File: src/rtl/core/q248_pkg.sv
// Shared types, constants and saturation helpers for the Q24.8 fixed-point ALU.
// No dependencies; used by q248_prep, q248_cell, q248_post and fixed_point_q24_8_alu.
package q248_pkg;

    localparam int FRAC_BITS  = 8;
    localparam int WORD_BITS  = 32;
    // quotient bits of |a| << FRAC_BITS divided by |b|
    localparam int QUO_BITS   = WORD_BITS + FRAC_BITS;
    localparam int PROD_BITS  = 2 * WORD_BITS;
    localparam int S_TDATA_W  = 2 * WORD_BITS;
    localparam int M_TDATA_W  = ((WORD_BITS + 1 + 7) / 8) * 8;
    localparam int FIFO_DEPTH = 64;
    localparam int FIFO_AW    = 6;

    localparam logic [FIFO_AW:0] CREDIT_MAX = (FIFO_AW + 1)'(FIFO_DEPTH);

    localparam logic signed [QUO_BITS:0] S_MAX =
        {{(QUO_BITS - WORD_BITS + 2){1'b0}}, {(WORD_BITS - 1){1'b1}}};
    localparam logic signed [QUO_BITS:0] S_MIN =
        {{(QUO_BITS - WORD_BITS + 2){1'b1}}, {(WORD_BITS - 1){1'b0}}};
    localparam logic [PROD_BITS-1:0] MAG_MAX =
        {{(PROD_BITS - WORD_BITS + 1){1'b0}}, {(WORD_BITS - 1){1'b1}}};
    localparam logic [PROD_BITS-1:0] MAG_MIN =
        {{(PROD_BITS - WORD_BITS){1'b0}}, 1'b1, {(WORD_BITS - 1){1'b0}}};
    localparam logic [PROD_BITS-1:0] ROUND_HALF = PROD_BITS'(1) << (FRAC_BITS - 1);

    localparam logic [WORD_BITS-1:0] WORD_MAX = {1'b0, {(WORD_BITS - 1){1'b1}}};
    localparam logic [WORD_BITS-1:0] WORD_MIN = {1'b1, {(WORD_BITS - 1){1'b0}}};

    localparam logic [1:0] ST_OK   = 2'd0;
    localparam logic [1:0] ST_SAT  = 2'd1;
    localparam logic [1:0] ST_DIV0 = 2'd2;

    typedef enum logic [3:0] {
        CMD_ADD  = 4'd0,
        CMD_SUB  = 4'd1,
        CMD_MUL  = 4'd2,
        CMD_DIV  = 4'd3,
        CMD_GT   = 4'd4,
        CMD_LT   = 4'd5,
        CMD_GE   = 4'd6,
        CMD_LE   = 4'd7,
        CMD_EQ   = 4'd8,
        CMD_NE   = 4'd9,
        CMD_MIN  = 4'd10,
        CMD_MAX  = 4'd11,
        CMD_INC  = 4'd12,
        CMD_DEC  = 4'd13,
        CMD_ITOF = 4'd14,
        CMD_FTOI = 4'd15
    } cmd_t;

    // what is left to do for an item once it leaves the front stage
    typedef enum logic [2:0] {
        KIND_DONE = 3'b001,
        KIND_MUL  = 3'b010,
        KIND_DIV  = 3'b100
    } kind_t;

    typedef struct packed {
        kind_t                kind;
        logic                 neg;
        logic [QUO_BITS-1:0]  x;      // dividend/quotient shift word, or |a| for mul
        logic [WORD_BITS-1:0] d;      // |b|
        logic [WORD_BITS-1:0] rem;    // partial remainder
        logic [WORD_BITS-1:0] res;    // finished result for KIND_DONE
        logic                 flag;
        logic [1:0]           status;
    } cell_t;

    typedef struct packed {
        logic [WORD_BITS-1:0] res;
        logic                 flag;
        logic [1:0]           status;
    } out_t;

    typedef struct packed {
        logic [WORD_BITS-1:0] val;
        logic                 hit;
    } sat_t;

    function automatic sat_t sat_signed(input logic signed [QUO_BITS:0] v);
        sat_t s;
        s.hit = 1'b1;
        if (v > S_MAX) begin
            s.val = WORD_MAX;
        end
        else if (v < S_MIN) begin
            s.val = WORD_MIN;
        end
        else begin
            s.val = v[WORD_BITS-1:0];
            s.hit = 1'b0;
        end
        return s;
    endfunction

    function automatic sat_t sat_mag(input logic [PROD_BITS-1:0] m, input logic neg);
        sat_t s;
        s.hit = 1'b1;
        if (neg) begin
            if (m > MAG_MIN) begin
                s.val = WORD_MIN;
            end
            else begin
                s.val = {WORD_BITS{1'b0}} - m[WORD_BITS-1:0];
                s.hit = 1'b0;
            end
        end
        else if (m > MAG_MAX) begin
            s.val = WORD_MAX;
        end
        else begin
            s.val = m[WORD_BITS-1:0];
            s.hit = 1'b0;
        end
        return s;
    endfunction

endpackage

File: src/rtl/core/q248_post.sv
// Back end of the Q24.8 ALU: multiplier, quotient rounding, product rounding and
// final saturation over two registered stages. Depends on q248_pkg.
module q248_post
    import q248_pkg::*;
(
    input  logic  clk,
    input  logic  rst_n,
    input  logic  in_valid,
    input  cell_t in_data,
    output logic  out_valid,
    output out_t  out_data
);

    logic                  v1_reg;
    kind_t                 kind1_reg;
    logic                  neg1_reg;
    logic [PROD_BITS-1:0]  mag1_reg;
    logic [PROD_BITS-1:0]  mag1_next;
    out_t                  done1_reg;
    logic                  round_up;
    logic [QUO_BITS-1:0]   quo;
    logic                  v2_reg;
    out_t                  out2_reg;
    out_t                  out2_next;
    logic [PROD_BITS-1:0]  mag2;
    sat_t                  sv;

    // stage 1: product or rounded quotient magnitude
    always_comb
    begin
        round_up = {in_data.rem, 1'b0} >= {1'b0, in_data.d};
        quo      = in_data.x + QUO_BITS'(round_up);
        if (in_data.kind == KIND_MUL) begin
            mag1_next = PROD_BITS'(in_data.x[WORD_BITS-1:0]) * PROD_BITS'(in_data.d);
        end
        else begin
            mag1_next = {{(PROD_BITS - QUO_BITS){1'b0}}, quo};
        end
    end

    always_ff @(posedge clk)
    begin
        kind1_reg        <= in_data.kind;
        neg1_reg         <= in_data.neg;
        mag1_reg         <= mag1_next;
        done1_reg.res    <= in_data.res;
        done1_reg.flag   <= in_data.flag;
        done1_reg.status <= in_data.status;
    end

    // stage 2: round half away from zero for products, then clamp
    always_comb
    begin
        if (kind1_reg == KIND_MUL) begin
            mag2 = (mag1_reg + ROUND_HALF) >> FRAC_BITS;
        end
        else begin
            mag2 = mag1_reg;
        end
        sv = sat_mag(mag2, neg1_reg);
        if (kind1_reg == KIND_DONE) begin
            out2_next = done1_reg;
        end
        else begin
            out2_next.res    = sv.val;
            out2_next.flag   = 1'b0;
            out2_next.status = sv.hit ? ST_SAT : ST_OK;
        end
    end

    always_ff @(posedge clk)
    begin
        out2_reg <= out2_next;
    end

    always_ff @(posedge clk or negedge rst_n)
    begin
        if (!rst_n) begin
            v1_reg <= 1'b0;
            v2_reg <= 1'b0;
        end
        else begin
            v1_reg <= in_valid;
            v2_reg <= v1_reg;
        end
    end

    assign out_valid = v2_reg;
    assign out_data  = out2_reg;

endmodule

File: config.mk
export PLATFORM = sky130hd
export DESIGN_NAME = q248_post
export DESIGN_NICKNAME = d
export VERILOG_FILES = /design/src/rtl/core/q248_pkg.sv /design/src/rtl/core/q248_post.sv
export SDC_FILE = /design/constraint.sdc
export NUM_CORES = 2
export LEC_CHECK = 0
export ABC_AREA = 0
export BUFFER_PORTS_ARGS = -buffer_cell sky130_fd_sc_hd__clkbuf_2
export CAP_MARGIN = 20
export CORE_AREA = 2 2 266 268
export DETAILED_ROUTE_END_ITERATION = 7
export DIE_AREA = 0 0 268 270
export PLACE_DENSITY = 0.8
export SYNTH_ARGS = -nofsm -noshare
export SYNTH_HDL_FRONTEND = slang
export SYNTH_SLANG_ARGS = --single-unit
export TNS_END_PERCENT = 50
File: constraint.sdc
create_clock -name clk -period 6 [get_ports clk]
set_input_delay 0.3 -clock clk [delete_from_list [all_inputs] [get_ports clk]]
set_output_delay 0.3 -clock clk [all_outputs]
set_load 0.1 [all_outputs]
# Word level (Yosys, flattened, before mapping)
# Cells that the tools add are included.
[op_classes]
addsub = 3
multipliers = 1
n_lt_le_gt_ge = 3
mux = 9
eq_ne = 3
[op_table]
columns = ["op", "count"]
rows = [
  ["$add 64x8->64 const B", 1],
  ["$gt 64x31->1 const B", 1],
  ["$gt 64x32->1 const B", 1],
  ["$mul 32x32->64", 1],
  ["$mux 32", 2],
  ["$mux 64", 1],
  ["$add 40x1->40", 1],
  ["$mux 40", 1],
  ["$mux 35", 1],
  ["$ge 33x32->1", 1],
  ["$mux 33", 1],
  ["$sub 1x32->32 const A", 1],
  ["$eq 3x2->1 const B", 2],
  ["$eq 3x1->1 const B", 1],
  ["$mux 1", 3],
]
[totals]
reg_bits = 140
word_cells = 31
input_bits = 146

# Logic depth before layout (Yosys ltp)
[logic_depth]
word_depth = 7
ltp_mapped = 32
depth_no_buf = 30

# Worst setup path before layout
# No wires, ideal clock.
[synth_path]
path_type = "input port to flip-flop"
startpoint = "in in_data[104] (netlist name)"
endpoint = "reg mag1_reg[63]"
slack_ns = -2.084
setup_ns = 0.128
arrival_time_ns = 7.957
n_path_buf = 3
cell_stages = 29
required_ns = 5.872
path_cell_list = "clkbuf_1 clkbuf_1 nand2_1 fa_1 inv_1 fa_1 fa_1 inv_1 fa_1 inv_1 fa_1 ha_1 fa_1 inv_1 fa_1 inv_1 ha_1 clkbuf_1 nand2_1 o21ai_0 o221ai_1 a2111oi_0 o31ai_1 nor4_1 o2111ai_1 a21boi_0 a41oi_1 xnor2_1 nor2_1"
[synth_via]
elab_chain_len = 1
[synth_lines]
columns = ["item", "line", "text"]
rows = [
  ["start: declaration", "q248_post.sv:9", "input cell_t in_data,"],
  ["$mul 32x32->64", "q248_post.sv:34", "mag1_next = PROD_BITS'(in_data.x[WORD_BITS-1:0]) * PROD_BITS'(in_data.d);"],
  ["end signal: assignment", "q248_post.sv:45", "mag1_reg <= mag1_next;"],
  ["end: declaration", "q248_post.sv:17", "logic [PROD_BITS-1:0] mag1_reg;"],
]
# No other way between the ends.
# A chain may end at the register's enable or synchronous reset.

# Worst setup path in the final report
[layout_path]
startpoint = "in in_data[112] (netlist name)"
endpoint = "reg mag1_reg[52]"
# The elaborated chain is that of the path after synthesis.

==> flow_summary.ini <==
[cts]
clk_pin_slew_worst_paths_ps = 70
clockBufferDepth = 2
cts.sinks = 140
clock_latency_ps = 440
cts-buffers-inserted = 17
htreeDepth = 4
cts_tree = yes
cts-root-buf = clkbuf_16

[die]
die_area_um2 = 72400
num_rows = 97
fp.dieH_um = 270
dieWidth_um = 268
io-pin-count = 182
initial_utilization_pct = 59.5
core_area_um2 = 69500

[route]
via_per_inst = 5.65
wire_per_inst_um = 19.6
drtIter0Drc = 2726
totalWireLength_um = 121000
drtPass1Iterations = 7
antenna_left = 0
vias = 34800
route.detailed.drc = 0

[worst_hold_path]
holdCritStartpoint = in_data[142]
hold_path_class = input port to flop

[cells_and_area]
largest_reg_flops = 64
stdcell_area_um2 = 49400
post-route-util_pct = 71.0
drive_gt1_share_pct = 18.1
fillers = 4886
area_growth_syn_to_layout_pct = 19.3
nNetsFinal = 6551
stdcell_count = 6165

[synth]
yosys.cell_count.top_type = inv_1
synthTopCellsByArea = fa_1 43%, and2_1 9.2%, ha_1 9.0%, inv_1 8.8%, dfxtp_1 6.7%
synth_area_per_cell_um2 = 8.72
seq_area_frac_synth_pct = 6.80
synth_top_area_share_pct = 43.4
synth_commonest_cells = 973 x inv_1, 896 x fa_1, 610 x and2_1, 564 x nand2_1, 299 x ha_1
yosysWarnings = 0
syn_inst = 4743
ys_types = 74
synth-seq-cells = 140
synth_edf_count = 0
syn_area_um2 = 41400
async_reset_ff_share_pct = 1.43
syn-num-nets = 6084
synth_flop_cell = dfxtp_1
synth_top_cell_by_area = fa_1

[placed_design]
dpl.cell_count = 6051
io_buffer_count = 181
placed_area_um2 = 46700
dpl.hpwl_um = 95800
gp_congestion = 0.951

[sta]
fin_ws_ps = -1090
relSlewSlack_pct = 37.0
fin_crit_ps = 7090
fin_tns_setup_ps = -34670
fmax_mhz = 141
fin_crit_sh_pct = 118
worstMarginPinSlew_ps = 937
rsz0062_at_grt = true
drv_slew = 0
fin_skew_ps = 12.7
setup_viol = 46
hold_viol = 0

[status]
status = finished, violations left
violations = negative setup slack

[global_routing]
antenna_found_initial = 8
first_global_vias = 37300
grt-ovfl-total = 0
grt_max_degree = 66
grtUsageTotal_pct = 33.4
grt_first_pass_wirelength_um = 191000

[setup_path]
r2r-start = mag1_reg[9]
cp_slowest_stage_delay_ps = 530
worst-path-buf-inv = 10
cp-end-kind = flop
crit_family = adder cells
cp_common_cell = fa_1
start_kind = input port
crit_required_ps = 6300
crit_path_max_fanout = 7
crit_slowest_cell = fa_1
crit_arrival_ps = 7390
cp-startpoint = in_data[112]
crit_type = input port to flop

[flow_run]
maxCapViolCount = 0
layout by cell type, fill, tap and decap left out, types with 25 or more instances in the layout:
| cell type | n |
|---|---|
| dfxtp_1 | 138 |
| buf_12 | 42 |
| fa_2 | 26 |
| nor2_1 | 149 |
| xnor2_1 | 71 |
| a21oi_1 | 85 |
| dlygate4sd3_1 | 38 |
| clkbuf_16 | 25 |
| ha_4 | 30 |
| xor2_1 | 45 |
| nand3_1 | 65 |
| nor3_1 | 38 |
| clkbuf_2 | 148 |
| inv_1 | 943 |
| o21ai_0 | 79 |
| inv_2 | 30 |
| nand4_1 | 34 |
| buf_4 | 427 |
| nand2_1 | 558 |
| and2_1 | 581 |
| and2_4 | 29 |
| buf_6 | 29 |
| and3_1 | 25 |
| ha_1 | 265 |
| mux2i_1 | 26 |
| a21o_1 | 42 |
| fa_1 | 870 |
through the flow:
step | setup slack [ps] | hold WS (ps)
6_report | -1090 | 26.8
5_1_grt | -1320 | 19.7
4_1_cts | -958 | 3.42
3_5_place_dp | -1680 | 86.9
3_3_place_gp | -1550 | 84.4
2_1_floorplan | -1040 | 4.41
layer usage:
metal	GRT usage, %	vias to the layer above	wire (um)
met3	5.12	550	9700
met4	16.9	12	7950
li1	-	15200	-
met2	56.4	1686	59100
met5	0	-	84
met1	41.5	17400	44000
area by class of cell:
cell class	count	area (um^2)	share of cell area (%)
flip-flops and latches	140	2810	5.70
repair buffers	717	6020	12.2
clock buffers	17	425	0.862
well taps	940	1180	2.38
diodes	2	5.00	0.0101
inverters	974	3660	7.41
multi-input cells	3360	35100	71.1
clock inverters	15	175	0.355
cell families (layout without fill, tap and decap cells):
group	after synthesis	in the layout	synth area share, %
adder cells (fa/ha/maj)	1195	1195	52.4
other	0	2	0
XOR/XNOR	125	125	2.65
AO/OA/AOI/OAI	400	400	6.08
buffers and inverters	1243	1723	11.3
AND/OR/NAND/NOR	1612	1612	20.1
multiplexers	28	28	0.684
flip-flops	140	140	6.80
path summary, 6_finish.rpt:
path                                 to  slack, ps  cells after the start
hold / removal             kind1_reg[2]         30                      1
hold reg to reg               out_valid        360                      0
setup / recovery           mag1_reg[52]      -1090                     31
min in group asynchronous        v1_reg        190                      2
setup reg to reg           out_data[24]       1190                     11
max in group asynchronous     out_valid       5720                      2
what timing repair did:
item                                   CTS  global route
endpoints found under the hold margin   39             0
gates cloned                             2             7
setup endpoints to repair               50            51
gates resized for setup                145           152
pin swaps                               87            97
buffers inserted                        19            17
hold buffers                            38             0
Power is left out: the tool's default activity adds up to more than one toggle a clock period on the data nets, which glitch-free logic cannot reach.
