`src/rtl/core/q248_pkg.sv`:
```
// Shared types, constants and saturation helpers for the Q24.8 fixed-point ALU.
// No dependencies; used by q248_prep, q248_cell, q248_post and fixed_point_q24_8_alu.
package q248_pkg;

    localparam int FRAC_BITS  = 8;
    localparam int WORD_BITS  = 32;
    // quotient bits of |a| << FRAC_BITS divided by |b|
    localparam int QUO_BITS   = WORD_BITS + FRAC_BITS;
    localparam int PROD_BITS  = 2 * WORD_BITS;
    localparam int S_TDATA_W  = 2 * WORD_BITS;
    localparam int M_TDATA_W  = ((WORD_BITS + 1 + 7) / 8) * 8;
    localparam int FIFO_DEPTH = 64;
    localparam int FIFO_AW    = 6;

    localparam logic [FIFO_AW:0] CREDIT_MAX = (FIFO_AW + 1)'(FIFO_DEPTH);

    localparam logic signed [QUO_BITS:0] S_MAX =
        {{(QUO_BITS - WORD_BITS + 2){1'b0}}, {(WORD_BITS - 1){1'b1}}};
    localparam logic signed [QUO_BITS:0] S_MIN =
        {{(QUO_BITS - WORD_BITS + 2){1'b1}}, {(WORD_BITS - 1){1'b0}}};
    localparam logic [PROD_BITS-1:0] MAG_MAX =
        {{(PROD_BITS - WORD_BITS + 1){1'b0}}, {(WORD_BITS - 1){1'b1}}};
    localparam logic [PROD_BITS-1:0] MAG_MIN =
        {{(PROD_BITS - WORD_BITS){1'b0}}, 1'b1, {(WORD_BITS - 1){1'b0}}};
    localparam logic [PROD_BITS-1:0] ROUND_HALF = PROD_BITS'(1) << (FRAC_BITS - 1);

    localparam logic [WORD_BITS-1:0] WORD_MAX = {1'b0, {(WORD_BITS - 1){1'b1}}};
    localparam logic [WORD_BITS-1:0] WORD_MIN = {1'b1, {(WORD_BITS - 1){1'b0}}};

    localparam logic [1:0] ST_OK   = 2'd0;
    localparam logic [1:0] ST_SAT  = 2'd1;
    localparam logic [1:0] ST_DIV0 = 2'd2;

    typedef enum logic [3:0] {
        CMD_ADD  = 4'd0,
        CMD_SUB  = 4'd1,
        CMD_MUL  = 4'd2,
        CMD_DIV  = 4'd3,
        CMD_GT   = 4'd4,
        CMD_LT   = 4'd5,
        CMD_GE   = 4'd6,
        CMD_LE   = 4'd7,
        CMD_EQ   = 4'd8,
        CMD_NE   = 4'd9,
        CMD_MIN  = 4'd10,
        CMD_MAX  = 4'd11,
        CMD_INC  = 4'd12,
        CMD_DEC  = 4'd13,
        CMD_ITOF = 4'd14,
        CMD_FTOI = 4'd15
    } cmd_t;

    // what is left to do for an item once it leaves the front stage
    typedef enum logic [2:0] {
        KIND_DONE = 3'b001,
        KIND_MUL  = 3'b010,
        KIND_DIV  = 3'b100
    } kind_t;

    typedef struct packed {
        kind_t                kind;
        logic                 neg;
        logic [QUO_BITS-1:0]  x;      // dividend/quotient shift word, or |a| for mul
        logic [WORD_BITS-1:0] d;      // |b|
        logic [WORD_BITS-1:0] rem;    // partial remainder
        logic [WORD_BITS-1:0] res;    // finished result for KIND_DONE
        logic                 flag;
        logic [1:0]           status;
    } cell_t;

    typedef struct packed {
        logic [WORD_BITS-1:0] res;
        logic                 flag;
        logic [1:0]           status;
    } out_t;

    typedef struct packed {
        logic [WORD_BITS-1:0] val;
        logic                 hit;
    } sat_t;

    function automatic sat_t sat_signed(input logic signed [QUO_BITS:0] v);
        sat_t s;
        s.hit = 1'b1;
        if (v > S_MAX) begin
            s.val = WORD_MAX;
        end
        else if (v < S_MIN) begin
            s.val = WORD_MIN;
        end
        else begin
            s.val = v[WORD_BITS-1:0];
            s.hit = 1'b0;
        end
        return s;
    endfunction

    function automatic sat_t sat_mag(input logic [PROD_BITS-1:0] m, input logic neg);
        sat_t s;
        s.hit = 1'b1;
        if (neg) begin
            if (m > MAG_MIN) begin
                s.val = WORD_MIN;
            end
            else begin
                s.val = {WORD_BITS{1'b0}} - m[WORD_BITS-1:0];
                s.hit = 1'b0;
            end
        end
        else if (m > MAG_MAX) begin
            s.val = WORD_MAX;
        end
        else begin
            s.val = m[WORD_BITS-1:0];
            s.hit = 1'b0;
        end
        return s;
    endfunction

endpackage

```
`src/rtl/core/q248_prep.sv`:
```
// Front stage of the Q24.8 ALU: decodes the command, finishes every op but mul and a
// nonzero div, and sets up magnitudes for those two. Depends on q248_pkg.
module q248_prep
    import q248_pkg::*;
(
    input  logic                        clk,
    input  logic                        rst_n,
    input  logic                        in_valid,
    input  cmd_t                        cmd,
    input  logic signed [WORD_BITS-1:0] a,
    input  logic signed [WORD_BITS-1:0] b,
    output logic                        out_valid,
    output cell_t                       out_data
);

    localparam logic signed [QUO_BITS:0] ONE_W = 1;

    logic                        valid_reg;
    cell_t                       data_reg;
    cell_t                       data_next;
    logic signed [QUO_BITS:0]    ae;
    logic signed [QUO_BITS:0]    be;
    logic signed [QUO_BITS:0]    wide;
    logic                        use_wide;
    logic [WORD_BITS-1:0]        mag_a;
    logic [WORD_BITS-1:0]        mag_b;
    logic [WORD_BITS-1:0]        trunc_mag;
    logic [WORD_BITS-1:0]        ftoi;
    logic                        lt;
    logic                        eq;
    sat_t                        sv;

    always_comb
    begin
        ae        = {{(QUO_BITS - WORD_BITS + 1){a[WORD_BITS-1]}}, a};
        be        = {{(QUO_BITS - WORD_BITS + 1){b[WORD_BITS-1]}}, b};
        mag_a     = a[WORD_BITS-1] ? ({WORD_BITS{1'b0}} - a) : a;
        mag_b     = b[WORD_BITS-1] ? ({WORD_BITS{1'b0}} - b) : b;
        trunc_mag = mag_a >> FRAC_BITS;
        ftoi      = a[WORD_BITS-1] ? ({WORD_BITS{1'b0}} - trunc_mag) : trunc_mag;
        lt        = a < b;
        eq        = a == b;

        wide     = ae;
        use_wide = 1'b0;

        data_next        = '0;
        data_next.kind   = KIND_DONE;
        data_next.neg    = a[WORD_BITS-1] ^ b[WORD_BITS-1];
        data_next.x      = {{FRAC_BITS{1'b0}}, mag_a};
        data_next.d      = mag_b;
        data_next.status = ST_OK;

        case (cmd)
            CMD_ADD:
            begin
                wide     = ae + be;
                use_wide = 1'b1;
            end
            CMD_SUB:
            begin
                wide     = ae - be;
                use_wide = 1'b1;
            end
            CMD_MUL:  data_next.kind = KIND_MUL;
            CMD_DIV:
            begin
                if (b == '0) begin
                    data_next.status = ST_DIV0;
                end
                else begin
                    data_next.kind = KIND_DIV;
                    data_next.x    = {mag_a, {FRAC_BITS{1'b0}}};
                end
            end
            CMD_GT:   data_next.flag = !lt && !eq;
            CMD_LT:   data_next.flag = lt;
            CMD_GE:   data_next.flag = !lt;
            CMD_LE:   data_next.flag = lt || eq;
            CMD_EQ:   data_next.flag = eq;
            CMD_NE:   data_next.flag = !eq;
            CMD_MIN:
            begin
                wide     = lt ? ae : be;
                use_wide = 1'b1;
            end
            CMD_MAX:
            begin
                wide     = lt ? be : ae;
                use_wide = 1'b1;
            end
            CMD_INC:
            begin
                wide     = ae + ONE_W;
                use_wide = 1'b1;
            end
            CMD_DEC:
            begin
                wide     = ae - ONE_W;
                use_wide = 1'b1;
            end
            CMD_ITOF:
            begin
                wide     = ae <<< FRAC_BITS;
                use_wide = 1'b1;
            end
            CMD_FTOI: data_next.res = ftoi;
            default:  data_next.res = ftoi;
        endcase

        sv = sat_signed(wide);
        if (use_wide) begin
            data_next.res    = sv.val;
            data_next.status = sv.hit ? ST_SAT : ST_OK;
        end
    end

    always_ff @(posedge clk or negedge rst_n)
    begin
        if (!rst_n) begin
            valid_reg <= 1'b0;
        end
        else begin
            valid_reg <= in_valid;
        end
    end

    always_ff @(posedge clk)
    begin
        data_reg <= data_next;
    end

    assign out_valid = valid_reg;
    assign out_data  = data_reg;

endmodule

```
`config.mk`:
```
export PLATFORM = sky130hd
export DESIGN_NAME = q248_prep
export DESIGN_NICKNAME = d
export VERILOG_FILES = /design/src/rtl/core/q248_pkg.sv /design/src/rtl/core/q248_prep.sv
export SDC_FILE = /design/constraint.sdc
export NUM_CORES = 1
export LEC_CHECK = 0
export ABC_CLOCK_PERIOD_IN_PS = 800
export BUFFER_PORTS_ARGS = -buffer_cell sky130_fd_sc_hd__buf_2
export CAP_MARGIN = 20
export CORE_MARGIN = 5
export CORE_UTILIZATION = 35
export DETAILED_ROUTE_END_ITERATION = 16
export PLACE_DENSITY = 0.62
export SLEW_MARGIN = 20
export SYNTH_ARGS = -nofsm -noshare
export SYNTH_HDL_FRONTEND = slang
export SYNTH_SLANG_ARGS = --single-unit
```
`constraint.sdc`:
```
create_clock -name clk -period 0.8 [get_ports clk]
set_input_delay 0.08 -clock clk [delete_from_list [all_inputs] [get_ports clk]]
set_output_delay 0.08 -clock clk [all_outputs]
set_load 0.005 [all_outputs]
```
# ---- Yosys cells after proc, flatten, opt, wreduce, memory -nomap -nowiden
# Index checks and enable logic that the tools add are counted.
dict set report classes {
  add_sub_neg 7
  magnitude_cmp 3
  n_eq_ne 16
  muxes 22
  bitwise_logic 2
  reduce_logical 8
}
# operator n
set ops {}
lappend ops {{case mux 41 bit (7 select lines)} 1}
lappend ops {{2-to-1 mux 32 bit} 8}
lappend ops {{2-to-1 mux 41 bit} 2}
lappend ops {{subtractor 1 x 32 -> 32 bit, first input constant} 2}
lappend ops {{greater-than comparator 41 x 32 -> 1 bit, second input constant} 1}
lappend ops {{less-than comparator 41 x 32 -> 1 bit, second input constant} 1}
lappend ops {{adder 32 x 2 -> 33 bit, second input constant} 1}
lappend ops {{adder 32 x 32 -> 33 bit} 1}
lappend ops {{subtractor 32 x 2 -> 33 bit, second input constant} 1}
lappend ops {{subtractor 32 x 32 -> 33 bit} 1}
lappend ops {{== test 32 bit} 1}
lappend ops {{== test 4 bit, second input constant} 8}
lappend ops {{zero test 32 bit} 1}
lappend ops {{less-than comparator 32 bit} 1}
lappend ops {{2-to-1 mux 31 bit} 1}
lappend ops {{subtractor 1 x 24 -> 25 bit, first input constant} 1}
lappend ops {{== test 4 x 3 -> 1 bit, second input constant} 4}
lappend ops {{== test 4 x 2 -> 1 bit, second input constant} 2}
lappend ops {{OR reduction 7 bit} 1}
lappend ops {{2-to-1 mux 2 bit} 3}
lappend ops {{case mux 1 bit (6 select lines)} 1}
lappend ops {{case mux 3 bit (2 select lines)} 1}
lappend ops {{== test 4 x 1 -> 1 bit, second input constant} 1}
lappend ops {{zero test 4 bit} 1}
lappend ops {{8 further kinds} 12}
dict set report totals {
  reg_bits 112
  inputBits 71
  out_inout_bits 144
  wordCells 68
}

# ---- Depth between registers and ports, before layout
# Gate-level depths: netlist of the first run.
dict set report logic_depth {
  depth_word 8
  ltp_mapped 20
  mapped_depth_nobuf 16
}

# ---- Least setup slack after synthesis of the first run
# No wires, ideal clock.
dict set report synth_path {
  path_type {input -> register}
  startpoint {input port a[31]}
  endpoint {register data_reg, in the netlist out_data[21]}
  setup_time_ps 122
  t_arrival_ps 4246
  t_required_ps 678
  path_slack_ps -3568
  stages 20
  path_buffers 7
  cell_sequence {clkbuf_1 clkbuf_1 clkbuf_1 clkbuf_1 clkbuf_1 clkbuf_1 o21ai_0 xnor2_1 inv_1 ha_1 inv_1 nor2_1 or4b_4 or4b_1 buf_2 mux2i_1 o22ai_1 nand2_1 xnor2_1 a221o_1}
}
# item line_no
set synth_lines {}
lappend synth_lines {{start, declared} q248_prep.sv:10} ;# input logic signed [WORD_BITS-1:0] a,
lappend synth_lines {{end signal, assigned} q248_prep.sv:130} ;# data_reg <= data_next;
lappend synth_lines {{end, declared} q248_prep.sv:19} ;# cell_t data_reg;

==> results of run 1 <==
[metrics by stage]
step / power (mW) / util, % / hold slack [ps]
finish: 24.6 / 59.6 / 11.7
global route: 25.7 / 59.6 / 28.1
CTS: 23.9 / 58.1 / 0.960
detailed placement: 17.7 / 52.5 / -143
global placement: 17.7 / 52.5 / -146
floorplan: 12.0 / - / -216
[area by class of cell]
cell class / instances / area share [%]
Clock buffer: 9 / 1.10
Clock inverter: 7 / 0.367
Inverter: 82 / 1.82
Multi-Input combinational cell: 1355 / 50.2
Sequential cell: 112 / 11.3
Tap cell: 455 / 2.78
Timing Repair Buffer: 856 / 32.5
[kinds of logic (layout without fill, tap and decap cells)]
logic type	after synthesis	count (layout)	share of synthesized area, %
multiplexers	20	20	1.79
AND/OR/NAND/NOR	557	558	22.9
buffers and inverters	249	954	9.06
other	1	32	0.0311
flip-flops	112	112	18.6
XOR/XNOR	147	147	10.7
adder cells (fa/ha/maj)	70	70	7.39
AO/OA/AOI/OAI	528	528	29.5
[worst max path at each step]
stage | start | to | cells past startpoint
floorplan | a[0] | out_data[21]$_DFF_P_ | 19
global placement | a[0] | out_data[25]$_DFF_P_ | 17
detailed placement | a[0] | out_data[25]$_DFF_P_ | 17
CTS | a[0] | out_data[21]$_DFF_P_ | 18
global route | a[0] | out_data[21]$_DFF_P_ | 16
finish | a[0] | out_data[31]$_DFF_P_ | 15
[power groups by stage]
stage | clock [mW] | sequential (mW) | combinational, mW
final | 5.00 | 6.80 | 12.8
after detailed placement | 0 | 6.79 | 10.9
after global placement | 0 | 6.79 | 10.9
after floorplan | 0 | 6.83 | 5.17
after global routing | 5.28 | 6.88 | 13.6
after CTS | 5.06 | 6.73 | 12.1
[metal layers]
layer / part of all wire (%) / wire, um / vias to the layer above
met3: 7.6 / 4830 / 142
met1: 44 / 28000 / 7863
met2: 44 / 27600 / 843
li1: - / - / 7531
met5: 0 / 0 / -
met4: 4.6 / 2880 / 0
[critical path, delay by kind of cell]
family / cells / cell delay (ps)
AOI/OAI and AO/OA: 3 / 700
adders and majority gates: 1 / 110
and+or+nand+nor: 6 / 2090
buffers and inverters: 5 / 670
[synthesized netlist by cell type, drive strengths merged, types with 15 or more instances]
cell type  instances  area, um2
o21bai            15        113
nand3             45        225
clkbuf           111        417
mux2i             17        170
nor2b             17        106
inv               80        300
xnor2            118       1030
a211oi            18        135
and3              16        100
a221oi            27        236
xor2              29        254
dfxtp            111       2220
ha                68        851
nand2b            18        113
buf               56        368
nor3              60        327
nand4             21        131
a31oi             18        113
o21ai            125        626
o31ai             32        240
nor4              31        200
a221o             26        260
nor2             140        533
a21o              16        120
a21oi            124        621
or3               17        111
nand2            143        537
[what timing repair did]
action,CTS,global route
gates resized for setup,261,145
endpoints found under the setup margin,215,219
hold buffers,5,0
buffers inserted,40,24
endpoints found under the hold margin,4,0
pin swaps,91,43
cloned,9,0
[sequential cells by signal, indices dropped and copies added, names as in the netlist]
name and cells:
out_data 111, out_valid 1
==> run summary, run 1 <==
status: complete, but fails checks
failing checks: setup timing
CTS tree: built
routed via count: 16379
Die W: 196 um
worst stage delay on the critical path: 560 ps
register area: 0.00230 mm2
Multi-input gate area: 0.0103 mm2
post-synthesis sequential area ratio: 18.6%
Req. time, crit path: 1100 ps
Clock Tree Buf Depth: 2
CP Max Fanout: 6
drt total wl: 63.3 mm
slew margin rel.: 56.5%
Final setup viols: 213
met2 usage: 48.8%
initial antenna violation count: 0
Fin. Hold Viols: 0
grt met3 use: 4.16%
Buffers on Ports: 182
Most Crowded Layer GR: met2
highest-delay cell along the critical path: or4b_4
Critical Path End Type: flop
GPL Wtd Cong: 1.01
fin crit share: 420%
worst slew pin tran: 637 ps
TritonCTS buffer count: 9
Synth Register Bits: 112
Worst EP arrival: 3660 ps
Final min period: 3360 ps
Cell Rows: 68
layout cell share with drive strength beyond 1: 47.9%
Syn Std Cell Area: 0.0121 mm2
initial DRC count: 1711
async set-or-reset flop fraction in the synthesized netlist: 0.893%
Final nets: 2557
Die Area: 0.0382 mm2
GRT overflow: 0
power density cells: 1200 mW/mm2
commonest non-fill, non-tap cell in the layout: buf_4
Worst VDD drop: 0.00114 V
Die Height: 196 um
Core Area: 0.0343 mm2
vias in the first global route: 16060
Clock power frac: 20.3%
setup TNS: -173450 ps
switching share of power: 39.4%
HP Start: cmd[3]
Distinct cells, synth: 91
Internal: 14.9 mW
drt first pass iters: 6
vias per cell: 5.70
CTS Sinks: 112
worst hold path type: input pin to flop
Syn Inst Count: 1684
RSZ-0062 raised after global routing: yes
DRT antenna net count: 0
antenna cells: 0
syn avg cell area: 7.16 um2
Comb pwr share: 52.0%
drt drc: 0
leakage: 9.19 nW
Routed WL per cell: 22.0 um
GR met1 Demand/Resource: 43.7%
Hold Path Sink: out_data[141]$_DFF_P_
CP Launch Type: input pin
I/O Pins: 215
Fillers: 3134
commonest non-fill, non-tap cells in the layout: buf_4, buf_2, nand2_1, xnor2_1, nor2_1
Hold Path Stages: 3
Max-Cap Viols: 0
fmax: 298 MHz
sequential power share: 27.7%
largest net degree at the start of global routing: 57
EDFF count, synth: 0
worst setup margin: -2560 ps
synth warn: 0
most used flip-flop cell after synthesis: dfxtp_1
clk root buf: clkbuf_16
gr usage total: 31.5%
cell total after placement: 2799
Post-DP HPWL: 49.3 mm
Sw Pwr: 9.69 mW
clock slew at reported path FFs: 90 ps
Final Instance Count excl. Fillers: 2876
max-slew violations: 0
H-tree Lvls: 3
Post-DP Area: 0.0180 mm2
Starting Density: 35.1%
Worst Path Class, Setup: input pin to flop
crit path cell chain: buf_8 > inv_8 > ha_4 > or4b_4 > buf_6 > or4_4 > buf_6 > nor3_4 > nand4_1 > a31oi_1 > or4b_4 > buf_4 > o31ai_4 > and2b_2 > a21bo_2
first-pass GRT wire length: 94.7 mm
Design Area, Final: 0.0204 mm2
pre-CTS setup slack: -3150 ps
Area Overhead vs Synth: 69.7%
(Power assumes the default switching activity.)
==> run 2, diff against run 1 <==
--- a/config.mk
+++ b/config.mk
@@ -5,6 +5,7 @@
 export SDC_FILE = /design/constraint.sdc
 export NUM_CORES = 1
 export LEC_CHECK = 0
+export ABC_AREA = 0
 export ABC_CLOCK_PERIOD_IN_PS = 800
 export BUFFER_PORTS_ARGS = -buffer_cell sky130_fd_sc_hd__buf_2
 export CAP_MARGIN = 20
@@ -12,6 +13,7 @@
 export CORE_UTILIZATION = 35
 export DETAILED_ROUTE_END_ITERATION = 16
 export PLACE_DENSITY = 0.62
+export REMOVE_ABC_BUFFERS = 1
 export SLEW_MARGIN = 20
 export SYNTH_ARGS = -nofsm -noshare
 export SYNTH_HDL_FRONTEND = slang
==> run 2 against run 1 <==
The flow still finishes with violations (setup timing). Count of clock-buffer cells in the layout rose by 1. Flip-flop and latch count unchanged. Die area stayed put. Maximum frequency up 1.2%. Critical path depth grew 3. Non-clock buffer count grew 4. Setup slack improved by 40 ps. Largest cell class unchanged. Largest power group unchanged.
==> run summary, run 2 (same netlist as run 1, synthesis figures left out) <==
status: complete, but fails checks
failing checks: setup timing
Starting Density: 35.1%
gr usage total: 32.9%
GRT overflow: 0
Die W: 196 um
worst stage delay on the critical path: 560 ps
initial DRC count: 1851
drt first pass iters: 7
Die Area: 0.0382 mm2
Most Crowded Layer GR: met2
RSZ-0062 raised after global routing: yes
CP Max Fanout: 6
Routed WL per cell: 23.8 um
TritonCTS buffer count: 9
Final setup viols: 214
Die Height: 196 um
Req. time, crit path: 1070 ps
first-pass GRT wire length: 97.8 mm
Worst Path Class, Setup: input pin to flop
largest net degree at the start of global routing: 41
Core Area: 0.0343 mm2
drt total wl: 68.6 mm
grt met3 use: 6.31%
drt drc: 0
Critical Path End Type: flop
Fin Hold WS: 12.2 ps
max-slew violations: 0
routed via count: 16607
worst hold path type: input pin to flop
fmax: 301 MHz
vias in the first global route: 15729
vias per cell: 5.77
Area Overhead vs Synth: 73.0%
met2 usage: 51.2%
HP Start: b[4]
leakage: 9.31 nW
Multi-input gate area: 0.0104 mm2
highest-delay cell along the critical path: or4_4
Fin. Hold Viols: 0
layout cell share with drive strength beyond 1: 49.3%
worst setup margin: -2520 ps
Clock Tree Buf Depth: 2
Cell Rows: 68
antenna cells: 0
Worst EP arrival: 3590 ps
CTS Sinks: 112
power density cells: 1210 mW/mm2
Final nets: 2560
worst slew pin tran: 629 ps
crit path cell chain: buf_8 > inv_6 > ha_4 > or4b_4 > buf_8 > or4_4 > buf_6 > buf_6 > o21ai_1 > a32oi_1 > buf_4 > nor2_4 > nand4b_1 > buf_6 > a311o_1 > nand3_1 > xnor2_1 > a221o_1
Most common cell on crit path: buf_6
GR met1 Demand/Resource: 45.8%
initial antenna violation count: 0
Tot Pwr: 25.3 mW
clock slew at reported path FFs: 90 ps
CTS tree: built
pre-CTS setup slack: -3230 ps
commonest non-fill, non-tap cells in the layout: buf_4, buf_2, nand2_1, a21oi_1, nor2_1
max FFs per register: 111
beginning of the critical path: a[0]
commonest non-fill, non-tap cell in the layout: buf_4
Worst VDD drop: 0.00117 V
clk root buf: clkbuf_16
fin crit share: 415%
Post-DP HPWL: 52.5 mm
cell family with most CP delay: simple AND/OR/NAND/NOR gates
final core occ: 60.8%
I/O Pins: 215
Buffers on Ports: 182
DRT antenna net count: 0
CP bufs+invs: 7
Max-Cap Viols: 0
H-tree Lvls: 3
slew margin rel.: 57.7%
CP Launch Type: input pin
GPL Wtd Cong: 1.01
Fillers: 3086
Final min period: 3320 ps
register area: 0.00231 mm2
[run 2: changes by cell type in the layout (fill, tap and decap cells not counted), moves of 7 or more]
| cell | before | now |
|---|---|---|
| buf_6 | 71 | 102 |
| buf_2 | 154 | 132 |
| buf_4 | 598 | 582 |
| dfxtp_2 | 40 | 53 |
| dfxtp_1 | 70 | 58 |
| o21ai_1 | 19 | 27 |
| xnor2_1 | 112 | 105 |
| xnor2_2 | 6 | 13 |
[run 2: repair_timing]
action,in CTS,in global routing
endpoints found under the setup margin,216,219
hold buffers,4,1
buffers inserted,35,44
gates resized for setup,267,339
pin swaps,63,100
endpoints found under the hold margin,3,1
cloned,2,4
[run 2: routing by layer]
layer,share of wire [%],up-vias
met4,3.5,0
met3,8.8,147
met2,45,896
met5,0,-
met1,43,8013
li1,-,7551
[run 2: cell type report]
cell class                 instances  share of cell area (%)
clock buffer                      10                    1.15
multi-input combinational       1354                    49.8
tap                              455                    2.73
sequential                       112                    11.1
clock inverter                     5                   0.318
timing repair buffer             860                    33.2
inverter                          82                    1.66
[run 2: stage by stage]
step | TNS [ps] | cell area, um2 | std cells
floorplan | -218300 | 11400 | 1548
global placement | -238460 | 17500 | 2787
detailed placement | -240170 | 17500 | 2787
CTS | -172150 | 19300 | 2839
global route | -182230 | 20900 | 2878
finish | -175030 | 20900 | 2878
[run 2: final timing paths]
check / endpoint / slack (ps) / cells past startpoint
min in group asynchronous: out_valid$_DFF_PN0_ / 560 / 3
max in group asynchronous: out_valid$_DFF_PN0_ / 130 / 3
min: out_data[71]$_DFF_P_ / 10 / 3
max: out_data[22]$_DFF_P_ / -2520 / 18
[run 2: report_power, final]
| group | switching (mW) | total [mW] | internal, mW | leakage, nW |
|---|---|---|---|---|
| logic | 6.96 | 13.4 | 6.48 | 8.22 |
| registers | 0.345 | 6.83 | 6.48 | 0.948 |
| clock network | 2.49 | 5.03 | 2.54 | 0.147 |
