[config.mk]
export PLATFORM = sky130hd
export DESIGN_NAME = q248_cell
export DESIGN_NICKNAME = d
export VERILOG_FILES = /design/src/rtl/core/q248_pkg.sv /design/src/rtl/core/q248_cell.sv
export SDC_FILE = /design/constraint.sdc
export NUM_CORES = 1
export LEC_CHECK = 0
export ABC_CLOCK_PERIOD_IN_PS = 1100
export BUFFER_PORTS_ARGS = -buffer_cell sky130_fd_sc_hd__buf_2
export CORE_MARGIN = 4
export CORE_UTILIZATION = 36
export CTS_CLUSTER_DIAMETER = 120
export DETAILED_ROUTE_END_ITERATION = 8
export PLACE_DENSITY = 0.68
export RECOVER_POWER = 100
export SYNTH_ARGS = -nofsm -noshare
export SYNTH_HDL_FRONTEND = slang
export SYNTH_SLANG_ARGS = --single-unit
[constraint.sdc]
create_clock -name clk -period 1.1 [get_ports clk]
set_clock_uncertainty 0.1 [all_clocks]
set_input_delay 0.055 -clock clk [delete_from_list [all_inputs] [get_ports clk]]
set_output_delay 0.055 -clock clk [all_outputs]
set_load 0.01 [all_outputs]
[src/rtl/core/q248_pkg.sv]
// Shared types, constants and saturation helpers for the Q24.8 fixed-point ALU.
// No dependencies; used by q248_prep, q248_cell, q248_post and fixed_point_q24_8_alu.
package q248_pkg;

    localparam int FRAC_BITS  = 8;
    localparam int WORD_BITS  = 32;
    // quotient bits of |a| << FRAC_BITS divided by |b|
    localparam int QUO_BITS   = WORD_BITS + FRAC_BITS;
    localparam int PROD_BITS  = 2 * WORD_BITS;
    localparam int S_TDATA_W  = 2 * WORD_BITS;
    localparam int M_TDATA_W  = ((WORD_BITS + 1 + 7) / 8) * 8;
    localparam int FIFO_DEPTH = 64;
    localparam int FIFO_AW    = 6;

    localparam logic [FIFO_AW:0] CREDIT_MAX = (FIFO_AW + 1)'(FIFO_DEPTH);

    localparam logic signed [QUO_BITS:0] S_MAX =
        {{(QUO_BITS - WORD_BITS + 2){1'b0}}, {(WORD_BITS - 1){1'b1}}};
    localparam logic signed [QUO_BITS:0] S_MIN =
        {{(QUO_BITS - WORD_BITS + 2){1'b1}}, {(WORD_BITS - 1){1'b0}}};
    localparam logic [PROD_BITS-1:0] MAG_MAX =
        {{(PROD_BITS - WORD_BITS + 1){1'b0}}, {(WORD_BITS - 1){1'b1}}};
    localparam logic [PROD_BITS-1:0] MAG_MIN =
        {{(PROD_BITS - WORD_BITS){1'b0}}, 1'b1, {(WORD_BITS - 1){1'b0}}};
    localparam logic [PROD_BITS-1:0] ROUND_HALF = PROD_BITS'(1) << (FRAC_BITS - 1);

    localparam logic [WORD_BITS-1:0] WORD_MAX = {1'b0, {(WORD_BITS - 1){1'b1}}};
    localparam logic [WORD_BITS-1:0] WORD_MIN = {1'b1, {(WORD_BITS - 1){1'b0}}};

    localparam logic [1:0] ST_OK   = 2'd0;
    localparam logic [1:0] ST_SAT  = 2'd1;
    localparam logic [1:0] ST_DIV0 = 2'd2;

    typedef enum logic [3:0] {
        CMD_ADD  = 4'd0,
        CMD_SUB  = 4'd1,
        CMD_MUL  = 4'd2,
        CMD_DIV  = 4'd3,
        CMD_GT   = 4'd4,
        CMD_LT   = 4'd5,
        CMD_GE   = 4'd6,
        CMD_LE   = 4'd7,
        CMD_EQ   = 4'd8,
        CMD_NE   = 4'd9,
        CMD_MIN  = 4'd10,
        CMD_MAX  = 4'd11,
        CMD_INC  = 4'd12,
        CMD_DEC  = 4'd13,
        CMD_ITOF = 4'd14,
        CMD_FTOI = 4'd15
    } cmd_t;

    // what is left to do for an item once it leaves the front stage
    typedef enum logic [2:0] {
        KIND_DONE = 3'b001,
        KIND_MUL  = 3'b010,
        KIND_DIV  = 3'b100
    } kind_t;

    typedef struct packed {
        kind_t                kind;
        logic                 neg;
        logic [QUO_BITS-1:0]  x;      // dividend/quotient shift word, or |a| for mul
        logic [WORD_BITS-1:0] d;      // |b|
        logic [WORD_BITS-1:0] rem;    // partial remainder
        logic [WORD_BITS-1:0] res;    // finished result for KIND_DONE
        logic                 flag;
        logic [1:0]           status;
    } cell_t;

    typedef struct packed {
        logic [WORD_BITS-1:0] res;
        logic                 flag;
        logic [1:0]           status;
    } out_t;

    typedef struct packed {
        logic [WORD_BITS-1:0] val;
        logic                 hit;
    } sat_t;

    function automatic sat_t sat_signed(input logic signed [QUO_BITS:0] v);
        sat_t s;
        s.hit = 1'b1;
        if (v > S_MAX) begin
            s.val = WORD_MAX;
        end
        else if (v < S_MIN) begin
            s.val = WORD_MIN;
        end
        else begin
            s.val = v[WORD_BITS-1:0];
            s.hit = 1'b0;
        end
        return s;
    endfunction

    function automatic sat_t sat_mag(input logic [PROD_BITS-1:0] m, input logic neg);
        sat_t s;
        s.hit = 1'b1;
        if (neg) begin
            if (m > MAG_MIN) begin
                s.val = WORD_MIN;
            end
            else begin
                s.val = {WORD_BITS{1'b0}} - m[WORD_BITS-1:0];
                s.hit = 1'b0;
            end
        end
        else if (m > MAG_MAX) begin
            s.val = WORD_MAX;
        end
        else begin
            s.val = m[WORD_BITS-1:0];
            s.hit = 1'b0;
        end
        return s;
    endfunction

endpackage

[src/rtl/core/q248_cell.sv]
// One cell of the divider chain: a restoring step producing one quotient bit.
// Items that are not divisions pass through unchanged. Depends on q248_pkg.
module q248_cell
    import q248_pkg::*;
(
    input  logic  clk,
    input  logic  rst_n,
    input  logic  in_valid,
    input  cell_t in_data,
    output logic  out_valid,
    output cell_t out_data
);

    logic                 valid_reg;
    cell_t                data_reg;
    cell_t                data_next;
    logic [WORD_BITS:0]   shifted;
    logic [WORD_BITS:0]   trial;

    always_comb
    begin
        shifted   = {in_data.rem, in_data.x[QUO_BITS-1]};
        trial     = shifted - {1'b0, in_data.d};
        data_next = in_data;
        if (in_data.kind == KIND_DIV) begin
            // borrow means the divisor did not fit
            if (!trial[WORD_BITS]) begin
                data_next.rem = trial[WORD_BITS-1:0];
            end
            else begin
                data_next.rem = shifted[WORD_BITS-1:0];
            end
            data_next.x = {in_data.x[QUO_BITS-2:0], !trial[WORD_BITS]};
        end
    end

    always_ff @(posedge clk or negedge rst_n)
    begin
        if (!rst_n) begin
            valid_reg <= 1'b0;
        end
        else begin
            valid_reg <= in_valid;
        end
    end

    always_ff @(posedge clk)
    begin
        data_reg <= data_next;
    end

    assign out_valid = valid_reg;
    assign out_data  = data_reg;

endmodule

==> Yosys cells after proc, flatten, opt, wreduce, memory -nomap -nowiden <==
Index checks and enable logic that the tools add are counted.
Widths: inputs -> output; s select.
{ "word_totals": {"ff_bits": 144, "output_inout_bits": 144} }
{ "op_classes": {"muxes": 3, "n_eq_ne": 1, "addsub": 1, "reduce_logical": 1} }
{ "ops": {"columns": ["op", "n"], "rows": [
  ["$mux 32", 2],
  ["$mux 40", 1],
  ["$sub 33x32->33", 1],
  ["$eq 3x3->1 const B", 1],
  ["$logic_not 1->1", 1]
]} }

==> Depth between registers and ports, before layout <==
Gate-level depths: netlist (run 1).
{ "logic_depth": {"ltp_word": 3, "ltp_mapped": 13, "ltp_nobuf": 12} }

==> Worst setup path after synthesis (run 1) <==
No wires, ideal clock.
{ "synth_timing": {"path_kind": "input to register", "startpoint": "input port in_data[138] (netlist name)", "endpoint": "register data_reg (netlist bit out_data[39])", "slack_ns": -1.444, "n_path_buf": 1, "arrival_ns": 2.317, "setup_ns": 0.128, "cell_stages": 13, "cell_sequence": "inv_1 > ha_1 > fa_1 > nor2b_1 > o2111ai_1 > a21oi_2 > nor3_4 > o21ai_4 > a31oi_4 > xnor2_4 > buf_6 > mux2i_1 > o21ai_1"} }
{ "synth_rtl": {"columns": ["item", "line", "text"], "rows": [
  ["start: declaration", "q248_cell.sv:9", "input cell_t in_data,"],
  ["end signal: assignment", "q248_cell.sv:49", "data_reg <= data_next;"],
  ["end: declaration", "q248_cell.sv:15", "cell_t data_reg;"]
]} }

==> impl_metrics.csv, run 1 <==
group,metric,value,unit
global_routing,grt_pass1_vias,6927,
status,failed_checks,"negative setup slack",
yosys,synth_edf_count,0,
drt,vias_per_cell,4.64,
global_routing,grt_overflow,0,
power,peakVddDrop,1.12,mV
layout,final_layout_size_suffix_gt1_share,31.6,%
global_routing,antenna_found_initial,3,
worst_setup_path,crit_path_cell_trace,"buf_8 > inv_12 > ha_4 > fa_2 > nor2b_4 > o2111ai_4 > a21oi_4 > nor3_4 > o21ai_4 > a31oi_4 > xnor2_4 > buf_6 > buf_6 > mux2_4 > o21ai_2",
sta,rsz0062_at_grt,"yes",
worst_setup_path,crit_path_end,"out_data[36]",
drt,drcViolationCount,0,
die,num_rows,47,
die,pin_count,290,
worst_setup_path,start_kind,"input pin",
drt,vias,6883,
sta,fin_ws,-1.07,ns
die,die_h,137,µm
yosys,ys_ff_latch,144,
sta,slew_viol_final,0,
power,leakage,5.49,nW
placement,port_buffers,289,
worst_setup_path,crit_fanout,4,
yosys,synth_nets,850,
drt,wl_per_cell,15.2,µm
die,core_area,16500,µm²
global_routing,track_usage,22.7,%
clocking,numCtsBuffers,17,
die,initial_core_util,36.6,%
sta,hold_viol_final,0,
power,power,0.0154,W
clocking,cts_max_level,4,
clocking,ctsLongestPathBuffers,2,
drt,first_pass_iters,5,
layout,area_growth,82.7,%
worst_setup_path,crit_type,"in2reg",
sta,finalCritPeriodShare,197,%
global_routing,grt_pass1_wl,33600,µm
status,status,"finished with violations",
drt,final_antenna_net_count,0,
placement,dp_hpwl,15700,µm
worst_setup_path,cp_common_cell,"buf_6",
worst_setup_path,cp-end-kind,"flip-flop",
die,die_x,137,µm
sta,worst_pin_slew,0.665,ns
yosys,synthFlopType,"dfxtp_1",
layout,final_nets,1426,
drt,drt_iter0_markers,309,
worst_setup_path,cp-startpoint,"in_data[138]",
clocking,cts_root_buf,"clkbuf_16",
worst_setup_path,cp.required,1.36,ns
sta,setup_tns,-33.07,ns
clocking,cts_tree,"yes",
hold_path,hold_class,"in2reg",
drt,finalWirelength,22500,µm
clocking,path_clk_slew,0.06,ns
yosys,avgSynthCellArea,8.97,µm²
worst_setup_path,critPathArrivalTime,2.43,ns
sta,relSlewSlack,55.2,%
layout,fill_cells,1325,
yosys,yosysWarnings,0,
power,power_density,1400,nW/µm²
worst_setup_path,critical-path-max-stage-delay,0.38,ns
worst_setup_path,crit_path_top_delay_cell,"fa_2",
global_routing,grt_max_degree,40,
yosys,ys_seq_area_share,48.0,%
yosys,yosysTopAreaCell,"dfxtp_1",
sta,setup_viol,33,
clocking,numClockSinks,144,
yosys,syn_inst,671,
sta,fmax,0.462,GHz
sta,period_minus_slack,2.17,ns
yosys,async_flop_share,0.694,%
yosys,synth_area_leaders,"dfxtp_1, nand2_1, ha_1",
yosys,syn-cell-area,6020,µm²
yosys,synth_cell_types,55,
sta,worst_hold_slack,0.0620,ns
placement,gp_congestion,0.863,
die,die_area,18900,µm²
run,cap_viol_max_count,0,
yosys,synth_top_area_share,47.6,%
==> worst min-delay path by stage <==
stage | start | end | slack (ns) | depth (start not counted)
after detailed placement | rst_n | out_valid | -0.27 | 1
after global placement | rst_n | out_valid | -0.27 | 1
final | in_data[142] | out_data[35] | 0.06 | 3
after CTS | in_data[67] | out_data[35] | 0.07 | 4
after global routing | in_data[142] | out_data[35] | 0.11 | 3
after floorplan | rst_n | out_valid | -0.34 | 0
==> final cells by class <==
class | instances | area (µm²) | share of cell area [%]
inverter | 40 | 163 | 1.48
clock buffer | 18 | 429 | 3.90
antenna | 3 | 7.51 | 0.0683
sequential | 144 | 2890 | 26.3
clock inverter | 14 | 148 | 1.34
timing repair buffer | 583 | 4020 | 36.6
tap | 220 | 275 | 2.50
multi-input combinational | 461 | 3060 | 27.9
==> Yosys cell counts, types with 2 or more instances <==
master	n
o2111ai_1	2
buf_6	3
mux2i_1	30
a21oi_1	35
o211ai_1	2
o22ai_1	3
clkbuf_1	22
nand4_1	5
o21ai_1	29
o31ai_1	2
o21bai_1	5
a21o_1	20
o21ai_0	11
o21a_1	4
dfxtp_1	143
a2111oi_0	2
xnor2_1	17
and3_1	6
nor2_1	25
or3_1	3
a31o_2	2
ha_1	32
nand2_1	161
nand3_1	9
xor2_1	11
nand3b_1	2
a211oi_1	3
nor3_1	4
a31oi_1	6
nand2b_1	4
nor2b_1	4
inv_1	39
and2_1	3
==> metal layers <==
metal / part of all wire [%] / GRT usage (%)
met4: 4.1 / 11.0
met5: 0.058 / 0
met1: 38 / 24.3
met2: 52 / 42.0
met3: 6.1 / 5.22
==> report_power, final <==
part	internal (W)	total (W)	switching (W)
Sequential	0.00558	0.00568	0.000105
Combinational	0.00216	0.00408	0.00192
Clock	0.00319	0.00565	0.00247
==> per-stage QoR <==
step	setup slack [ns]	std cells	cell area [µm²]	utilization [%]
floorplan	-1.36	671	6060	-
global placement	-1.64	1292	8790	53.4
detailed placement	-1.69	1292	8790	53.4
CTS	-1.05	1476	11000	66.6
global route	-1.15	1482	11000	66.8
finish	-1.07	1483	11000	66.8
==> layout by cell type (no fill, tap or decap), types with 6 or more instances in the layout <==
cell type and instances:
nand2_1 158, a21oi_1 30, nand3_1 9, clkbuf_2 57, ha_1 29, a21o_1 20, buf_12 6, buf_2 125
xnor2_1 17, dlygate4sd3_1 147, xor2_1 11, nor2_1 25, dfxtp_1 143, inv_1 38, o21ai_0 9, buf_4 131
o21ai_1 29, clkbuf_1 110, clkbuf_16 18, mux2i_1 28
==> registers in the layout (all words and copies together) (netlist names) <==
register,cells
out_data,143
out_valid,1
==> cells by family after synthesis <==
group / synth area share, %
DFF: 48.0
and+or+nand+nor: 16.3
buffers and inverters: 4.49
AOI/OAI and AO/OA: 14.6
adders and majority gates: 6.98
muxes: 5.18
xor gates and xnor gates: 4.53
==> what timing repair did <==
action	4_1_cts	5_1_grt
hold buffers	147	0
cloned	1	1
hold endpoints to repair	145	0
gates resized for setup	18	26
endpoints found under the setup margin	33	34
pin swaps	12	13
buffers inserted	4	3
==> worst max-delay path, delay by kind of cell <==
family,cells,cell delay (ns)
compound gates,5,0.73
fa+ha+maj,2,0.53
buf+inv,4,0.38
mux,1,0.29
simple gates,2,0.22
xor+xnor,1,0.20
Power figures use the tool's default switching activity.
==> run 2, diff against run 1 <==
--- a/config.mk
+++ b/config.mk
@@ -7,11 +7,13 @@
 export LEC_CHECK = 0
 export ABC_CLOCK_PERIOD_IN_PS = 1100
 export BUFFER_PORTS_ARGS = -buffer_cell sky130_fd_sc_hd__buf_2
+export CELL_PAD_IN_SITES_DETAIL_PLACEMENT = 0
+export CELL_PAD_IN_SITES_GLOBAL_PLACEMENT = 1
 export CORE_MARGIN = 4
 export CORE_UTILIZATION = 36
 export CTS_CLUSTER_DIAMETER = 120
 export DETAILED_ROUTE_END_ITERATION = 8
-export PLACE_DENSITY = 0.68
+export PLACE_DENSITY = 0.89
 export RECOVER_POWER = 100
 export SYNTH_ARGS = -nofsm -noshare
 export SYNTH_HDL_FRONTEND = slang
==> impl_metrics.csv, run 2 (synthesized netlist as in run 1, its figures left out) <==
group,metric,value,unit
placement,pre_cts_ws,-1.73,ns
worst_setup_path,crit_path_cell_trace,"clkbuf_1 > inv_1 > ha_1 > a21oi_1 > o21ai_1 > a31o_2 > nor3_4 > o21ai_4 > a31oi_4 > xnor2_4 > buf_6 > buf_8 > buf_6 > nand2b_4 > a31oi_1",
layout,largest_register_ffs,143,
clocking,cts_tree,"yes",
layout,mostFrequentLayoutCells,"nand2_1, dlygate4sd3_1, buf_4, dfxtp_1, buf_2",
sta,hold_viol_final,0,
clocking,cts_root_buf,"clkbuf_16",
clocking,numClockSinks,144,
drt,vias_per_cell,4.65,
sta,fmax,0.445,GHz
sta,slew_viol_final,0,
die,pin_count,290,
placement,port_buffers,289,
global_routing,track_usage,23.2,%
die,die_area,18900,µm²
drt,vias,6932,
worst_setup_path,crit_type,"in2reg",
sta,finalCritPeriodShare,205,%
worst_setup_path,critPathArrivalTime,2.48,ns
drt,wl_per_cell,15.4,µm
drt,drt_iter0_markers,274,
drt,drcViolationCount,0,
sta,fin_ws,-1.15,ns
layout,final_nets,1434,
die,die_x,137,µm
sta,worst_pin_slew,0.559,ns
global_routing,grt_pass1_wl,34200,µm
global_routing,antenna_found_initial,2,
global_routing,grt_max_degree,45,
run,cap_viol_max_count,0,
worst_setup_path,cp_common_cell,"buf_6",
power,leakage,5.49,nW
die,die_h,137,µm
sta,rsz0062_at_grt,"yes",
power,power,0.0155,W
placement,dp_hpwl,15600,µm
global_routing,grt_overflow,0,
sta,period_minus_slack,2.25,ns
worst_setup_path,cp-startpoint,"in_data[74]",
global_routing,grt_pass1_vias,6981,
clocking,cts_max_level,4,
drt,first_pass_iters,5,
die,num_rows,47,
die,core_area,16500,µm²
hold_path,hold_class,"in2reg",
worst_setup_path,crit_path_end,"out_data[64]",
drt,final_antenna_net_count,0,
worst_setup_path,cp-end-kind,"flip-flop",
power,peakVddDrop,1.04,mV
layout,area_growth,81.9,%
worst_setup_path,critical-path-max-stage-delay,0.33,ns
layout,layout_commonest_cell,"nand2_1",
worst_setup_path,crit_path_top_delay_cell,"ha_1",
sta,relSlewSlack,62.7,%
power,power_density,1410,nW/µm²
sta,setup_viol,33,
clocking,numCtsBuffers,17,
worst_setup_path,cp.required,1.33,ns
layout,final_layout_size_suffix_gt1_share,31.6,%
worst_setup_path,crit_fanout,7,
worst_setup_path,start_kind,"input pin",
clocking,path_clk_slew,0.06,ns
die,initial_core_util,36.6,%
drt,finalWirelength,22900,µm
status,status,"finished with violations",
status,failed_checks,"negative setup slack",
clocking,ctsLongestPathBuffers,2,
placement,gp_congestion,0.875,
## run 2: cell count changes in the layout (fill, tap and decap cells not counted), moves of 2 or more
cell | before | now
buf_4 | 131 | 144
ha_4 | 3 | 1
a21oi_4 | 2 | 0
a21oi_1 | 30 | 32
inv_6 | 3 | 5
ha_1 | 29 | 31
buf_12 | 6 | 4
buf_2 | 125 | 115
clkinv_4 | 4 | 2
buf_6 | 4 | 6
o21ai_0 | 9 | 7
clkbuf_2 | 57 | 62
## run 2: stage by stage
step | util, % | hold WS [ns] | area, µm² | instances | TNS (ns)
after CTS | 66.6 | 0.00650 | 11000 | 1485 | -33.08
final | 66.5 | 0.0184 | 11000 | 1490 | -34.95
after detailed placement | 53.4 | -0.268 | 8800 | 1300 | -56.18
after global placement | 53.4 | -0.270 | 8800 | 1300 | -54.71
after floorplan | - | -0.341 | 6060 | 671 | -43.73
after global routing | 66.5 | 0.0283 | 11000 | 1490 | -38.55
## run 2: report_power, final
group | total (W) | leakage, nW | internal [W] | switching [W]
combinational | 0.00409 | 4.00 | 0.00217 | 0.00192
sequential | 0.00569 | 1.22 | 0.00558 | 0.000108
clock | 0.00569 | 0.274 | 0.00325 | 0.00245
total | 0.0155 | 5.49 | 0.0110 | 0.00447
## run 2: worst min-delay path by stage
stage | start | to | slack [ns] | cells past startpoint
after floorplan | rst_n | out_valid | -0.34 | 0
after global placement | rst_n | out_valid | -0.27 | 1
after detailed placement | rst_n | out_valid | -0.27 | 1
after CTS | in_data[35] | out_data[36] | 0.006 | 4
after global routing | in_data[35] | out_data[36] | 0.03 | 4
final | in_data[35] | out_data[36] | 0.02 | 4
## run 2: critical path: cells and delay by family
| kind | cells | cell delay [ns] |
|---|---|---|
| buffers and inverters | 5 | 0.55 |
| xor gates and xnor gates | 1 | 0.11 |
| AOI/OAI and AO/OA | 6 | 1.10 |
| and+or+nand+nor | 2 | 0.32 |
| adders and majority gates | 1 | 0.33 |
## run 2: routing by layer
layer | wire length [µm] | GRT usage [%] | part of all wire [%]
met1 | 8500 | 24.3 | 37
met2 | 12100 | 43.5 | 53
met3 | 1430 | 5.33 | 6.2
met4 | 892 | 10.8 | 3.9
met5 | 0 | 0 | 0
## run 2: layout make-up
| type | instances | area, µm² |
|---|---|---|
| Sequential cell | 144 | 2890 |
| Fill cell | 1353 | 5520 |
| Tap cell | 220 | 275 |
| Antenna cell | 2 | 5.00 |
| Clock inverter | 14 | 144 |
| Timing Repair Buffer | 591 | 4050 |
| Multi-Input combinational cell | 461 | 2990 |
| Inverter | 40 | 163 |
| Clock buffer | 18 | 439 |
## run 2: timing repair
item,CTS,global route
gates resized for setup,16,23
cloned,1,0
endpoints found under the setup margin,33,34
endpoints found under the hold margin,145,0
buffers inserted,6,3
pin swaps,12,9
hold buffers,146,0
==> run 3, diff against run 2 <==
--- a/config.mk
+++ b/config.mk
@@ -5,7 +5,7 @@
 export SDC_FILE = /design/constraint.sdc
 export NUM_CORES = 1
 export LEC_CHECK = 0
-export ABC_CLOCK_PERIOD_IN_PS = 1100
+export ABC_CLOCK_PERIOD_IN_PS = 2830
 export BUFFER_PORTS_ARGS = -buffer_cell sky130_fd_sc_hd__buf_2
 export CELL_PAD_IN_SITES_DETAIL_PLACEMENT = 0
 export CELL_PAD_IN_SITES_GLOBAL_PLACEMENT = 1
@@ -15,6 +15,7 @@
 export DETAILED_ROUTE_END_ITERATION = 8
 export PLACE_DENSITY = 0.89
 export RECOVER_POWER = 100
+export SETUP_SLACK_MARGIN = 0.3
 export SYNTH_ARGS = -nofsm -noshare
 export SYNTH_HDL_FRONTEND = slang
 export SYNTH_SLANG_ARGS = --single-unit
==> constraint.sdc (replaced) <==
create_clock -name clk -period 2.83 [get_ports clk]
set_clock_uncertainty 0.1 [all_clocks]
set_input_delay 0.1415 -clock clk [delete_from_list [all_inputs] [get_ports clk]]
set_output_delay 0.1415 -clock clk [all_outputs]
set_load 0.01 [all_outputs]
==> impl_metrics.csv, run 3 (synthesized netlist as in run 1, its figures left out) <==
group,metric,value,unit
global_routing,grt_overflow,0,
drt,wl_per_cell,15.3,µm
drt,vias_per_cell,4.66,
hold_path,holdPathStages,4,
sta,worst_pin_slew,0.861,ns
sta,fmax,0.393,GHz
drt,finalWirelength,21100,µm
power,p_int,0.00418,W
power,leakage,4.75,nW
hold_path,worstHoldStart,"in_data[138]",
clocking,path_clk_slew,0.06,ns
worst_setup_path,cp-end-kind,"flip-flop",
clocking,numCtsBuffers,17,
placement,place_area,7860,µm²
global_routing,antenna_found_initial,1,
sta,period_minus_slack,2.54,ns
global_routing,grt_pass1_vias,6367,
power,combPwrFrac,22.6,%
drt,first_pass_iters,5,
layout,layout_commonest_cell,"clkbuf_1",
clocking,cts_tree,"yes",
die,initial_core_util,36.6,%
sta,finalCritPeriodShare,89.8,%
worst_setup_path,cp.required,3.09,ns
power,clkPwrFrac,39.6,%
sta,relSlewSlack,42.5,%
power,swShare,28.5,%
worst_setup_path,crit_type,"in2reg",
global_routing,grt_pass1_wl,31500,µm
placement,port_buffers,289,
power,seqPwrFrac,37.8,%
sta,hold_viol_final,0,
power,p_sw,0.00166,W
worst_setup_path,crit_fanout,15,
layout,final_area,9970,µm²
placement,gp_congestion,0.863,
sta,setup_tns,0,ns
clocking,numClockSinks,144,
die,die_x,137,µm
global_routing,track_usage,21.2,%
sta,slew_viol_final,0,
global_routing,grt_max_degree,56,
placement,dp_hpwl,14600,µm
layout,fill_cells,1496,
layout,regArea,2890,µm²
drt,final_antenna_net_count,0,
status,status,"completed",
run,cap_viol_max_count,0,
drt,drt_iter0_markers,362,
layout,final_layout_size_suffix_gt1_share,17.2,%
die,pin_count,290,
hold_path,min_to,"out_data[138]",
layout,final_nets,1320,
layout,area_growth,65.7,%
hold_path,hold_class,"in2reg",
sta,worst_hold_slack,0.0779,ns
worst_setup_path,critPathArrivalTime,2.80,ns
power,power_density,585,nW/µm²
clocking,cts_root_buf,"clkbuf_16",
layout,mostFrequentLayoutCells,"clkbuf_1, dlygate4sd3_1, nand2_1, dfxtp_1, buf_2",
power,peakVddDrop,0.399,mV
worst_setup_path,start_kind,"input pin",
die,num_rows,47,
placement,pre_cts_ws,-0.0665,ns
sta,setup_viol,0,
layout,multi_input_area,2910,µm²
die,core_area,16500,µm²
clocking,ctsLongestPathBuffers,2,
die,die_h,137,µm
sta,fin_ws,0.288,ns
drt,vias,6409,
sta,rsz0062_at_grt,"no",
clocking,cts_max_level,4,
drt,drcViolationCount,0,
die,die_area,18900,µm²
layout,largest_register_ffs,143,
==> run 3: worst max path at each step <==
stage / from / cells past startpoint / end
floorplan: in_data[138] / 13 / out_data[39]
global placement: in_data[138] / 14 / out_data[51]
detailed placement: in_data[138] / 14 / out_data[55]
CTS: in_data[60] / 12 / out_data[45]
global route: in_data[138] / 15 / out_data[36]
finish: in_data[140] / 8 / out_data[128]
==> run 3: timing repair <==
| action | CTS | global route |
|---|---|---|
| gates resized for setup | 0 | 10 |
| setup endpoints to repair | 0 | 30 |
| endpoints found under the hold margin | 145 | 0 |
| setup buffers | 0 | 1 |
| hold buffers | 163 | 0 |
==> run 3: cell type report <==
class                   count  share of cell area (%)
flip-flops and latches    144                    29.0
inverters                  40                    1.63
diodes                      1                  0.0251
repair buffers            477                    31.4
clock buffers              18                    4.40
clock inverters            14                    1.68
multi-input cells         461                    29.1
well taps                 220                    2.76
==> run 3: metrics by stage <==
stage                     util, %  instances  total power, W
after CTS                    61.3       1371         0.00587
after floorplan                 -        671         0.00292
after global placement       47.7       1176         0.00335
after global routing         60.5       1374         0.00610
final                        60.6       1375         0.00584
after detailed placement     47.7       1176         0.00336
==> run 3: metal layers <==
layer / share of wire, % / vias to the layer above / track usage [%] / wire (µm)
li1: - / 3207 / - / -
met1: 39 / 2909 / 23.1 / 8140
met3: 6.8 / 51 / 4.86 / 1430
met4: 3.5 / 2 / 11.4 / 737
met5: 0.062 / - / 0 / 13
met2: 51 / 240 / 38.1 / 10800
==> run 3: worst max-delay path: stages <==
cell           delay [ns]
dlygate4sd3_1        0.56
clkbuf_1             0.13
nor2_1               0.20
and2_0               0.72
buf_4                0.34
nand2_1              0.08
nand2_1              0.07
dlygate4sd3_1        0.55
==> run 3: power by group through the flow <==
stage | Sequential [W] | Clock [W] | Combinational [W]
after floorplan | 0.00232 | 0 | 0.000598
after detailed placement | 0.00224 | 0 | 0.00112
after CTS | 0.00220 | 0.00236 | 0.00131
after global placement | 0.00224 | 0 | 0.00111
final | 0.00221 | 0.00231 | 0.00132
after global routing | 0.00222 | 0.00243 | 0.00145
